### config.mk
export PLATFORM = sky130hd
export DESIGN_NAME = orlou_walk
export DESIGN_NICKNAME = d
export VERILOG_FILES = /design/src/sv/orlou_pkg.sv /design/src/sv/orlou_div.sv /design/src/sv/orlou_walk.sv
export SDC_FILE = /design/constraint.sdc
export NUM_CORES = 1
export LEC_CHECK = 0
export BUFFER_PORTS_ARGS = -buffer_cell sky130_fd_sc_hd__clkbuf_2
export CAP_MARGIN = 40
export CORE_UTILIZATION = 30
export CTS_BUF_LIST = sky130_fd_sc_hd__clkbuf_8
export CTS_CLUSTER_DIAMETER = 200
export DETAILED_ROUTE_END_ITERATION = 16
export GPL_TIMING_DRIVEN = 0
export SYNTH_ARGS = -nofsm -noshare
export SYNTH_HDL_FRONTEND = slang
export SYNTH_SLANG_ARGS = --single-unit
### constraint.sdc
create_clock -name clk -period 9.6 [get_ports clk]
set_input_delay 0.48 -clock clk [delete_from_list [all_inputs] [get_ports clk]]
set_output_delay 0.48 -clock clk [all_outputs]
set_load 0.005 [all_outputs]
### src/sv/orlou_pkg.sv
package orlou_pkg;

	localparam int GRID_SIZE_DEF = 512;
	localparam int COORD_W = 9;
	localparam int VAL_W = 16;
	localparam int POS_W = 32;

	typedef enum logic [1:0] {
		CMD_RAY = 2'd0,
		CMD_READ = 2'd1,
		CMD_CLEAR = 2'd2,
		CMD_NONE = 2'd3
	} cmd_t;

	typedef enum logic [1:0] {
		REG_MISS = 2'd0,
		REG_HIT = 2'd1,
		REG_FLOOR = 2'd2,
		REG_CEIL = 2'd3
	} reg_idx_t;

	// One cell update request from the ray walker to the update unit.
	typedef struct packed {
		logic valid;
		logic hit;
		logic in_grid;
		logic [2*COORD_W-1:0] addr;
	} bump_t;

	// Add an increment and clamp: raise to floor first, then lower to ceiling.
	function automatic logic signed [VAL_W-1:0] sat_add(
		input logic signed [VAL_W-1:0] v,
		input logic signed [VAL_W-1:0] inc,
		input logic signed [VAL_W-1:0] lo,
		input logic signed [VAL_W-1:0] hi
	);
		logic signed [VAL_W:0] s;
		s = $signed({v[VAL_W-1], v}) + $signed({inc[VAL_W-1], inc});
		if (s < $signed({lo[VAL_W-1], lo})) s = $signed({lo[VAL_W-1], lo});
		if (s > $signed({hi[VAL_W-1], hi})) s = $signed({hi[VAL_W-1], hi});
		return s[VAL_W-1:0];
	endfunction

endpackage

### src/sv/orlou_div.sv
// Restoring divider: quotient = (num << 16) / den, one bit a cycle.
module orlou_div #(
	parameter int NUM_W = 9
) (
	input  logic             clk,
	input  logic             arst_n,
	input  logic             start,
	input  logic [NUM_W-1:0] num,
	input  logic [NUM_W-1:0] den,
	output logic             busy,
	output logic [31:0]      quot
);
	localparam int QW = NUM_W + 16;
	localparam int CW = $clog2(QW + 1);

	logic [QW-1:0]   dvd_q;
	logic [NUM_W:0]  rem_q;
	logic [NUM_W-1:0] den_q;
	logic [CW-1:0]   cnt_q;
	logic [NUM_W:0]  trial;

	assign trial = {rem_q[NUM_W-1:0], dvd_q[QW-1]} - {1'b0, den_q};
	assign busy = (cnt_q != '0);
	assign quot = 32'(dvd_q);

	always_ff @(posedge clk or negedge arst_n) begin
		if (!arst_n) begin
			cnt_q <= '0;
		end else if (start) begin
			cnt_q <= CW'(QW);
		end else if (busy) begin
			cnt_q <= cnt_q - 1'b1;
		end
	end

	always_ff @(posedge clk) begin
		if (start) begin
			dvd_q <= {num, 16'd0};
			rem_q <= '0;
			den_q <= den;
		end else if (busy) begin
			if (!trial[NUM_W]) begin
				rem_q <= trial;
				dvd_q <= {dvd_q[QW-2:0], 1'b1};
			end else begin
				rem_q <= {rem_q[NUM_W-1:0], dvd_q[QW-1]};
				dvd_q <= {dvd_q[QW-2:0], 1'b0};
			end
		end
	end
endmodule

### src/sv/orlou_walk.sv
// Ray walker: after any slope divide, emits one cell bump per cycle when bump_ready.
module orlou_walk #(
	parameter int GRID_SIZE = orlou_pkg::GRID_SIZE_DEF
) (
	input  logic                            clk,
	input  logic                            arst_n,
	input  logic                            start,
	input  logic [orlou_pkg::COORD_W-1:0]   sx,
	input  logic [orlou_pkg::COORD_W-1:0]   sy,
	input  logic [orlou_pkg::COORD_W-1:0]   ex,
	input  logic [orlou_pkg::COORD_W-1:0]   ey,
	input  logic                            bump_ready,
	output orlou_pkg::bump_t                bump,
	output logic                            done
);
	localparam int CW = orlou_pkg::COORD_W;
	localparam int PW = orlou_pkg::POS_W;

	typedef enum logic [6:0] {
		W_IDLE  = 7'b0000001,
		W_DIV   = 7'b0000010,
		W_STR   = 7'b0000100,
		W_FIRST = 7'b0001000,
		W_MID   = 7'b0010000,
		W_MID2  = 7'b0100000,
		W_LAST  = 7'b1000000
	} wst_t;

	wst_t st_q;
	logic swap_q, aneg_q, bneg_q;
	logic [CW-1:0] ma_q, cnt_q;
	logic signed [PW-1:0] a_q, b_q;
	logic [PW-1:0] slope_q;
	logic signed [CW+1:0] x_q, y_q, ex_q, ey_q;
	logic signed [1:0] xs_q, ys_q;
	logic [CW-1:0] b2_q, ai_q;

	logic signed [CW:0] dx, dy;
	logic [CW-1:0] mx, my, mb;
	logic div_start, div_busy;
	logic [PW-1:0] div_q;
	logic signed [PW-1:0] half, a_n, b_n;
	logic [CW-1:0] a_cell, b_cell, b1;
	logic a_ok, b_ok, b1_ok;

	assign dx = $signed({1'b0, ex}) - $signed({1'b0, sx});
	assign dy = $signed({1'b0, ey}) - $signed({1'b0, sy});
	assign mx = dx[CW] ? CW'(-dx) : CW'(dx);
	assign my = dy[CW] ? CW'(-dy) : CW'(dy);
	assign mb = (my < mx) ? my : mx;
	assign div_start = start && !(dx == 0 || dy == 0 || mx == my);

	orlou_div #(.NUM_W(CW)) u_div (
		.clk(clk), .arst_n(arst_n), .start(div_start),
		.num(mb), .den((my < mx) ? mx : my), .busy(div_busy), .quot(div_q)
	);

	function automatic logic cell_ok(input logic signed [PW-1:0] p);
		return !p[PW-1] && ((p >>> 16) < GRID_SIZE);
	endfunction

	assign half = $signed({1'b0, slope_q[PW-1:1]});
	always_comb begin
		a_n = a_q;
		b_n = b_q;
		case (st_q)
			W_FIRST, W_LAST: begin
				a_n = aneg_q ? a_q - 32'sh8000 : a_q + 32'sh8000;
				b_n = bneg_q ? b_q - half : b_q + half;
			end
			W_MID: begin
				a_n = aneg_q ? a_q - 32'sh10000 : a_q + 32'sh10000;
				b_n = bneg_q ? b_q - $signed(slope_q) : b_q + $signed(slope_q);
			end
			default: ;
		endcase
	end
	assign a_cell = CW'(a_n >>> 16);
	assign b_cell = CW'(b_n >>> 16);
	assign b1 = CW'(b_q >>> 16);
	assign a_ok = cell_ok(a_n);
	assign b_ok = cell_ok(b_n);
	assign b1_ok = cell_ok(b_q);

	always_comb begin
		bump = '0;
		case (st_q)
			W_STR: begin
				bump.valid = 1'b1;
				bump.hit = (x_q == ex_q) && (y_q == ey_q);
				bump.in_grid = 1'b1;
				bump.addr = {CW'(y_q), CW'(x_q)};
			end
			W_FIRST, W_LAST: begin
				bump.valid = 1'b1;
				bump.hit = (st_q == W_LAST);
				bump.in_grid = a_ok && b_ok;
				bump.addr = swap_q ? {a_cell, b_cell} : {b_cell, a_cell};
			end
			W_MID: begin
				bump.valid = 1'b1;
				bump.in_grid = a_ok && b1_ok;
				bump.addr = swap_q ? {a_cell, b1} : {b1, a_cell};
			end
			W_MID2: begin
				bump.valid = 1'b1;
				bump.in_grid = cell_ok(b_q) && !a_q[PW-1];
				bump.addr = swap_q ? {ai_q, b2_q} : {b2_q, ai_q};
			end
			default: ;
		endcase
	end

	assign done = (st_q == W_IDLE);

	always_ff @(posedge clk or negedge arst_n) begin
		if (!arst_n) begin
			st_q <= W_IDLE;
		end else begin
			case (st_q)
				W_IDLE: if (start) st_q <= div_start ? W_DIV : W_STR;
				W_DIV: if (!div_busy) st_q <= W_FIRST;
				W_STR: if (bump_ready && bump.hit) st_q <= W_IDLE;
				W_FIRST: if (bump_ready) st_q <= (ma_q > 1) ? W_MID : W_LAST;
				W_MID: if (bump_ready) begin
					if (b1 != b_cell) st_q <= W_MID2;
					else if (cnt_q + 1'b1 >= ma_q) st_q <= W_LAST;
				end
				W_MID2: if (bump_ready) st_q <= (cnt_q >= ma_q) ? W_LAST : W_MID;
				W_LAST: if (bump_ready) st_q <= W_IDLE;
				default: st_q <= W_IDLE;
			endcase
		end
	end

	always_ff @(posedge clk) begin
		if (st_q == W_IDLE && start) begin
			swap_q <= !(my < mx);
			aneg_q <= (my < mx) ? dx[CW] : dy[CW];
			bneg_q <= (my < mx) ? dy[CW] : dx[CW];
			ma_q <= (my < mx) ? mx : my;
			a_q <= $signed({{(PW-CW-16){1'b0}}, (my < mx) ? sx : sy, 16'h8000});
			b_q <= $signed({{(PW-CW-16){1'b0}}, (my < mx) ? sy : sx, 16'h8000});
			x_q <= $signed({2'b0, sx});
			y_q <= $signed({2'b0, sy});
			ex_q <= $signed({2'b0, ex});
			ey_q <= $signed({2'b0, ey});
			xs_q <= (dx == 0) ? 2'sd0 : (dx[CW] ? -2'sd1 : 2'sd1);
			ys_q <= (dy == 0) ? 2'sd0 : (dy[CW] ? -2'sd1 : 2'sd1);
			cnt_q <= CW'(1);
		end
		if (st_q == W_DIV) begin
			slope_q <= div_q;
		end
		if (bump_ready) begin
			case (st_q)
				W_STR: begin
					x_q <= x_q + xs_q;
					y_q <= y_q + ys_q;
				end
				W_FIRST, W_LAST: begin
					a_q <= a_n;
					b_q <= b_n;
				end
				W_MID: begin
					a_q <= a_n;
					b_q <= b_n;
					ai_q <= a_cell;
					b2_q <= b_cell;
					cnt_q <= cnt_q + 1'b1;
				end
				default: ;
			endcase
		end
	end
endmodule

==> results of run 1 <==
-- Yosys cell counts, types with 14 or more instances --
cell type | instances | area, sq um
sky130_fd_sc_hd__a211oi_1 | 17 | 128
sky130_fd_sc_hd__a21o_1 | 39 | 293
sky130_fd_sc_hd__a21oi_1 | 149 | 746
sky130_fd_sc_hd__a22o_1 | 22 | 193
sky130_fd_sc_hd__a31oi_1 | 32 | 200
sky130_fd_sc_hd__and3_1 | 19 | 119
sky130_fd_sc_hd__buf_2 | 21 | 105
sky130_fd_sc_hd__clkbuf_1 | 78 | 293
sky130_fd_sc_hd__dfxtp_1 | 88 | 1760
sky130_fd_sc_hd__edfxtp_1 | 112 | 3360
sky130_fd_sc_hd__ha_1 | 128 | 1600
sky130_fd_sc_hd__inv_1 | 103 | 387
sky130_fd_sc_hd__mux2i_1 | 50 | 500
sky130_fd_sc_hd__nand2_1 | 271 | 1020
sky130_fd_sc_hd__nand2b_1 | 14 | 87.6
sky130_fd_sc_hd__nand3_1 | 31 | 155
sky130_fd_sc_hd__nand4_1 | 24 | 150
sky130_fd_sc_hd__nor2_1 | 151 | 567
sky130_fd_sc_hd__nor2b_1 | 17 | 106
sky130_fd_sc_hd__nor3_1 | 30 | 150
sky130_fd_sc_hd__nor4_1 | 16 | 100
sky130_fd_sc_hd__o211ai_1 | 35 | 263
sky130_fd_sc_hd__o21a_1 | 16 | 120
sky130_fd_sc_hd__o21ai_0 | 158 | 791
sky130_fd_sc_hd__o22ai_1 | 21 | 131
sky130_fd_sc_hd__o31ai_1 | 14 | 105
sky130_fd_sc_hd__or3_1 | 15 | 93.8
sky130_fd_sc_hd__xnor2_1 | 93 | 815
sky130_fd_sc_hd__xor2_1 | 49 | 429
-- kinds of logic after synthesis --
| group | share of synthesized area (%) |
|---|---|
| muxes | 3.50 |
| adders and majority gates | 10.4 |
| xor gates and xnor gates | 7.77 |
| AOI/OAI and AO/OA | 23.4 |
| and+or+nand+nor | 17.7 |
| DFF | 32.1 |
| other | 0.0222 |
| buffers and inverters | 5.07 |
-- per-layer routing --
metal	up-vias	share of wire [%]	global-route usage (%)	wire, um
li1	7590	-	-	-
met1	7605	45	26.5	25500
met2	543	46	32.0	25900
met3	114	6.1	2.59	3450
met4	0	3.2	7.30	1810
met5	-	0	0	0
-- sequential cells by signal (all words and copies together) (netlist names) --
name and cells:
cnt_q 9, st_q 7, u_div.cnt_q 5, ys_q 2, a_q 17, ex_q 9, ey_q 9, ma_q 9
u_div.rem_q 9, u_div.den_q 9, x_q 11, bneg_q 1, b_q 32, swap_q 1, ai_q 9, aneg_q 1
xs_q 2, b2_q 9, y_q 11, slope_q 25, u_div.dvd_q 25
-- what timing repair did --
item / 4_1_cts / 5_1_grt
hold buffers: 1 / 0
endpoints found under the hold margin: 11 / 0
gates resized for setup: 0 / 0
-- placed cells by master, fill, tap and decap left out, types with 15 or more instances in the layout --
cell,n
sky130_fd_sc_hd__ha_1,128
sky130_fd_sc_hd__a22o_1,22
sky130_fd_sc_hd__clkbuf_2,63
sky130_fd_sc_hd__a31oi_1,32
sky130_fd_sc_hd__nand4_1,24
sky130_fd_sc_hd__nor2b_1,17
sky130_fd_sc_hd__mux2i_1,50
sky130_fd_sc_hd__o21ai_0,158
sky130_fd_sc_hd__nand3_1,31
sky130_fd_sc_hd__nor2_1,151
sky130_fd_sc_hd__nand2_1,271
sky130_fd_sc_hd__clkbuf_1,76
sky130_fd_sc_hd__o21a_1,16
sky130_fd_sc_hd__nor4_1,16
sky130_fd_sc_hd__conb_1,16
sky130_fd_sc_hd__xor2_1,49
sky130_fd_sc_hd__a21o_1,39
sky130_fd_sc_hd__and3_1,19
sky130_fd_sc_hd__a21oi_1,149
sky130_fd_sc_hd__or3_1,15
sky130_fd_sc_hd__clkbuf_8,48
sky130_fd_sc_hd__xnor2_1,93
sky130_fd_sc_hd__nor3_1,30
sky130_fd_sc_hd__a211oi_1,17
sky130_fd_sc_hd__edfxtp_1,112
sky130_fd_sc_hd__inv_1,120
sky130_fd_sc_hd__dfxtp_1,88
sky130_fd_sc_hd__o211ai_1,35
sky130_fd_sc_hd__o22ai_1,21
sky130_fd_sc_hd__buf_2,21
-- layout make-up --
| class | count | area (sq um) | area share (%) |
|---|---|---|---|
| buffer | 110 | 472 | 2.46 |
| clock buffer | 48 | 661 | 3.45 |
| clock inverter | 29 | 223 | 1.16 |
| inverter | 103 | 387 | 2.02 |
| multi-input combinational | 1610 | 10700 | 55.6 |
| sequential | 212 | 5430 | 28.3 |
| tap | 748 | 936 | 4.88 |
| timing repair buffer | 66 | 398 | 2.08 |
-- critical path, delay by kind of cell, from the launching register on --
family,cells,cell delay (ps)
compound gates,8,1950
mux,2,610
buf+inv,6,1850
xor+xnor,1,150
fa+ha+maj,2,700
simple gates,3,1250
flops,1,410
-- path summary, 6_finish.rpt --
| check | start | end | slack (ps) |
|---|---|---|---|
| max in group asynchronous | arst_n | st_q[0] | 8910 |
| min in group asynchronous | arst_n | st_q[4] | 350 |
| min reg2reg | u_div.dvd_q[17] | slope_q[17] | 450 |
| max | st_q[2] | bump[6] | 1590 |
| max reg2reg | st_q[2] | st_q[3] | 2500 |
| min | ey[7] | ey_q[7] | 80 |
-- through the flow --
step / worst slack (ps) / power [mW] / instance area [sq um] / cells / hold WS [ps]
after global placement: 2430 / 5.89 / 18200 / 2843 / 421
after CTS: 1760 / 7.01 / 19200 / 2925 / 35.3
after global routing: 1390 / 7.57 / 19200 / 2926 / 60.0
final: 1590 / 7.06 / 19200 / 2926 / 80.1
after floorplan: 4320 / 4.68 / 16900 / 2035 / 184
after detailed placement: 2420 / 5.98 / 18300 / 2847 / 427
-- power by group through the flow --
stage	clock, mW	sequential (mW)	combinational [mW]
3_3_place_gp	0	1.63	4.26
2_1_floorplan	0	1.50	3.18
6_report	1.00	1.61	4.45
3_5_place_dp	0	1.62	4.36
4_1_cts	1.02	1.60	4.39
5_1_grt	1.06	1.64	4.87
==> flow_summary.ini, run 1 <==
[detailed_routing]
vias = 15900
detail_route.wirelength_mm = 56.7
route.detailed.drc = 0
vias_per_cell = 5.42
drtPass1Iterations = 5
post_detailed_route_count_of_antenna_violating_nets = 0
first_iter_violations = 1329
wire_per_inst_um = 19.4

[synth]
ys_ff_latch = 212
postSynth.topFlopCell = sky130_fd_sc_hd__edfxtp_1
synth_enable_flop_cells = 112
proportion_of_synthesized_chip_area_in_sequential_cells_pct = 32.1
async_flop_share_pct = 5.66
synthCells = 2020
synth.cell_area_sq_mm = 0.0169
yosysUniqueCellTypes = 96
synthesized_area_divided_by_synthesized_cell_count_sq_um = 8.36
synth_warnings = 0

[timing]
timing.final.hold_violations = 0
rsz0062_at_grt = false
fin_tns_setup_ps = 0
worst_slew_pin_slew_ps = 896
final_max_tran_viols = 0
slew-limit-headroom_pct = 40.1
clock.fmax_mhz = 125
clock-skew-final_ps = 41.3
setup_violations = 0
period_minus_slack_ps = 8010
final_cycle_utilization_of_the_critical_path_pct = 83.4

[clock_tree]
postCtsSetupBuffers = 0
ctsLongestPathBuffers = 3
tritoncts.num_buffers = 42
tritoncts_clock_tree = done
cts-htree-levels = 2
numClockSinks = 212
cts.clk_slew.worst_paths_ps = 70
cts-root-buf = sky130_fd_sc_hd__clkbuf_8
clock_latency_ps = 620

[power_and_ir_drop]
switching_power_as_a_share_of_total_power_pct = 49.7
vdd_ir_drop_max_v = 0.000119
share_comb_of_total_power_pct = 63.0
netSwitchingPower_mw = 3.51
cellInternalPower_mw = 3.56
power.density_mw_per_mm2 = 369
power.static_leakage_nw = 7.83
p_clk_share_pct = 14.2
part_of_the_power_in_registers_pct = 22.8

[layout]
antennaDiodeCount = 0
fillCellCount = 5817
area_delta_synth_final_pct = 13.5
drive_gt1_share_pct = 8.49
finalCoreUtilization_pct = 34.7
num-nets-final = 2321

[placed_design]
place.port_buffers = 60
routabilityCongestion = 0.972
dp_hpwl_mm = 44.6

[worst_setup_path]
end_kind = output pin
delay_of_the_slowest_critical_path_stage_ps = 630
critical-path-slowest-cell = sky130_fd_sc_hd__nor3_4
worstPathArrival_ps = 7530
worstRegToRegCells = 21
startpoint_type_of_the_worst_setup_path = flip-flop
cp.required_ps = 9120
path_cells = or4_1 > buf_2 > nor3_4 > buf_2 > buf_1 > clkbuf_1 > nand2_1 > o21ai_0 > ha_1 > inv_1 > fa_1 > a211oi_2 > o211ai_1 > a211o_1 > a31o_1 > a41oi_2 > xnor2_1 > mux2_2 > a22oi_1 > mux2_2 > o211ai_1 > clkbuf_2
crit_type = reg -> out
crit_path_max_fanout = 10

[floorplanning]
dieArea_sq_mm = 0.0573
chipWidth_um = 239
die_h_um = 239
start_util_pct = 30.5
floorplan.rows = 86
core_area_sq_mm = 0.0553
ios = 62

[global_routing]
antenna_found_initial = 0
grt_pass1_vias = 15200
grt_pass1_wl_mm = 88.0
grt_use_total_pct = 19.7
grt_max_degree = 35
grt_overflow_total = 0

[min_path]
holdCritPathClass = in -> reg
whs_path_depth = 1

[run]
drv.max_cap_violation_count = 0

[status]
run_status = finished, final reports clean
No activity file was read; power rests on OpenSTA's default activity.
==> inputs of run 2 (changes only) <==
- ABC_AREA: not set -> 1
- clock period: 9.6 -> 8 ns (I/O delays scaled with it)
==> run 2 against run 1 <==
  * Routed wire length is 0.50% higher
  * Power grew 4.3%
  * Count of clock-buffer cells in the layout shrank 1
  * Hold slack worse by 50 ps
  * Utilization fell by 0.13 points
  * Critical path type unchanged
  * Critical endpoint is now bump[9]
==> flow_summary.ini, run 2 <==
[synth]
async_flop_share_pct = 5.66
proportion_of_synthesized_chip_area_in_sequential_cells_pct = 30.9
synth_warnings = 0
synth_enable_flop_cells = 112
leading_cell_types_by_count_after_synthesis = sky130_fd_sc_hd__nand2_1, sky130_fd_sc_hd__inv_1, sky130_fd_sc_hd__o21ai_0, sky130_fd_sc_hd__a21oi_1, sky130_fd_sc_hd__nor2_1
yosysUniqueCellTypes = 68
synthCells = 2511
synth_area_leader_cell = sky130_fd_sc_hd__edfxtp_1
ys_top_cells_by_area = sky130_fd_sc_hd__edfxtp_1, sky130_fd_sc_hd__nand2_1, sky130_fd_sc_hd__dfxtp_1
synth_most_common_cell = sky130_fd_sc_hd__nand2_1
synth.cell_area_sq_mm = 0.0176
synthesized_area_divided_by_synthesized_cell_count_sq_um = 7.00
ys_ff_latch = 212
postSynth.topFlopCell = sky130_fd_sc_hd__edfxtp_1
synth_top_area_share_pct = 19.1

[clock_tree]
postCtsHoldBufs = 10
tritoncts_clock_tree = done
numClockSinks = 212
postCtsResizedCells = 0
cts-htree-levels = 2
ctsLongestPathBuffers = 3
tritoncts.num_buffers = 41
postCtsSetupBuffers = 0
cts.clk_slew.worst_paths_ps = 60
cts-root-buf = sky130_fd_sc_hd__clkbuf_8
clock_latency_ps = 610

[timing]
clock-skew-final_ps = 20.6
worst_slack_ps = 1800
period_minus_slack_ps = 6200
clock.fmax_mhz = 161
fin_tns_setup_ps = 0
whs_ps = 30.5
setup_violations = 0
worst_slew_pin_slew_ps = 851
final_cycle_utilization_of_the_critical_path_pct = 77.6
timing.final.hold_violations = 0
rsz0062_at_grt = false
final_max_tran_viols = 0
slew-limit-headroom_pct = 43.2

[floorplanning]
core_area_sq_mm = 0.0578
dieArea_sq_mm = 0.0595
ios = 62
floorplan.rows = 88
start_util_pct = 30.4
die_h_um = 244
chipWidth_um = 244

[worst_setup_path]
crit_path_max_fanout = 10
timing.critical_path.mode_cell = sky130_fd_sc_hd__nand2_1
end_kind = output pin
worstSetupStartpoint = st_q[0]
worstRegToRegCells = 27
delay_of_the_slowest_critical_path_stage_ps = 630
source_of_the_worst_register_to_register_timing_path = st_q[0]
r2r_setup_slack_ps = 2990
cp.required_ps = 7600
r2r-end = st_q[6]
critical-path-slowest-cell = sky130_fd_sc_hd__clkbuf_1
worstPathArrival_ps = 5800
startpoint_type_of_the_worst_setup_path = flip-flop
crit_type = reg -> out

[detailed_routing]
first_iter_violations = 1517
drtPass1Iterations = 5
vias = 17200
detail_route.wirelength_mm = 57.0
route.detailed.drc = 0
wire_per_inst_um = 16.6
post_detailed_route_count_of_antenna_violating_nets = 0
vias_per_cell = 5.01

[layout]
drive_gt1_share_pct = 8.96
largest_register_ffs = 32
final_design_area_excluding_fillers_sq_mm = 0.0200
num-nets-final = 2822
top_regs = b_q (32), slope_q (25), u_div.dvd_q (25)
finalCoreUtilization_pct = 34.5
final_cell_mix = sky130_fd_sc_hd__nand2_1, sky130_fd_sc_hd__inv_1, sky130_fd_sc_hd__o21ai_0
antennaDiodeCount = 0
layoutNonFillerInstCount = 3444
largest-register = b_q
area_delta_synth_final_pct = 13.6
fillCellCount = 6252
commonest_non_fill_non_tap_cell_in_the_layout = sky130_fd_sc_hd__nand2_1

[power_and_ir_drop]
power.density_mw_per_mm2 = 369
power.static_leakage_nw = 9.24
power_mw = 7.37
vdd_ir_drop_max_v = 0.000208

[min_path]
whs_path_depth = 1
holdCritPathClass = in -> reg
worst_hold_path.endpoint = ey_q[4]
hp-start = ey[4]

[placed_design]
place.port_buffers = 61
dp_hpwl_mm = 45.8
placed_cell_area_sq_mm = 0.0190
placed_cells = 3358
routabilityCongestion = 0.961
setup_slack_after_placement_ps = 2490

[global_routing]
grt_use_total_pct = 18.8
grt_pass1_vias = 15800
antenna_found_initial = 0
grt_pass1_wl_mm = 88.6
grt_max_degree = 27
grt_overflow_total = 0

[status]
run_status = finished, final reports clean

[run]
drv.max_cap_violation_count = 0
==> run 2: cell count changes after synthesis, sizes merged, moves of 36 or more <==
cell / change
mux2i: -49
a21o: -38
inv: +263
a21oi: +36
o21ai: +74
nand2: +348
nand3: +122
xnor2: -61
==> run 2: how the worst max path moves through the flow <==
| stage | to |
|---|---|
| 2_1_floorplan | st_q[3] |
| 3_3_place_gp | bump[9] |
| 3_5_place_dp | bump[9] |
| 4_1_cts | bump[9] |
| 5_1_grt | bump[9] |
| 6_report | bump[9] |
==> run 2: layout make-up <==
type,instances,area [sq um],share of cell area (%)
flip-flops and latches,212,5430,27.2
inverters,367,1380,6.91
multi-input cells,1874,10500,52.6
plain buffers,73,334,1.67
clock buffers,47,647,3.24
clock inverters,29,244,1.22
repair buffers,77,468,2.34
well taps,765,957,4.80
==> run 2: worst max-delay path: cells and delay by family (launching register included) <==
| kind | cells | cell delay (ps) |
|---|---|---|
| buf+inv | 5 | 1450 |
| simple gates | 13 | 1410 |
| compound gates | 5 | 1040 |
| fa+ha+maj | 2 | 730 |
| flops | 1 | 540 |
==> run 2: power breakdown <==
| group | total, mW | switching, mW | internal, mW |
|---|---|---|---|
| Clock | 1.20 | 0.528 | 0.673 |
| Sequential | 1.88 | 0.329 | 1.55 |
| Combinational | 4.29 | 2.85 | 1.44 |
| Total | 7.37 | 3.70 | 3.66 |
==> run 2: cells by family (layout without fill, tap and decap cells) <==
family                     count (synthesis)  count (layout)  share of synthesized area, %
DFF                                      212             212                          30.9
adders and majority gates                136             136                          10.0
buffers and inverters                    440             593                          9.75
muxes                                      1               1                        0.0570
and+or+nand+nor                         1067            1067                          26.1
AOI/OAI and AO/OA                        566             566                          18.6
xor gates and xnor gates                  88              88                          4.56
other                                      1              16                        0.0213
==> run 2: per-layer routing <==
layer	track usage (%)	routed length (um)	share of wire (%)
met1	26.7	27200	48
met2	29.3	24700	43
met3	2.17	3320	5.8
met4	6.65	1770	3.1
met5	0	0	0
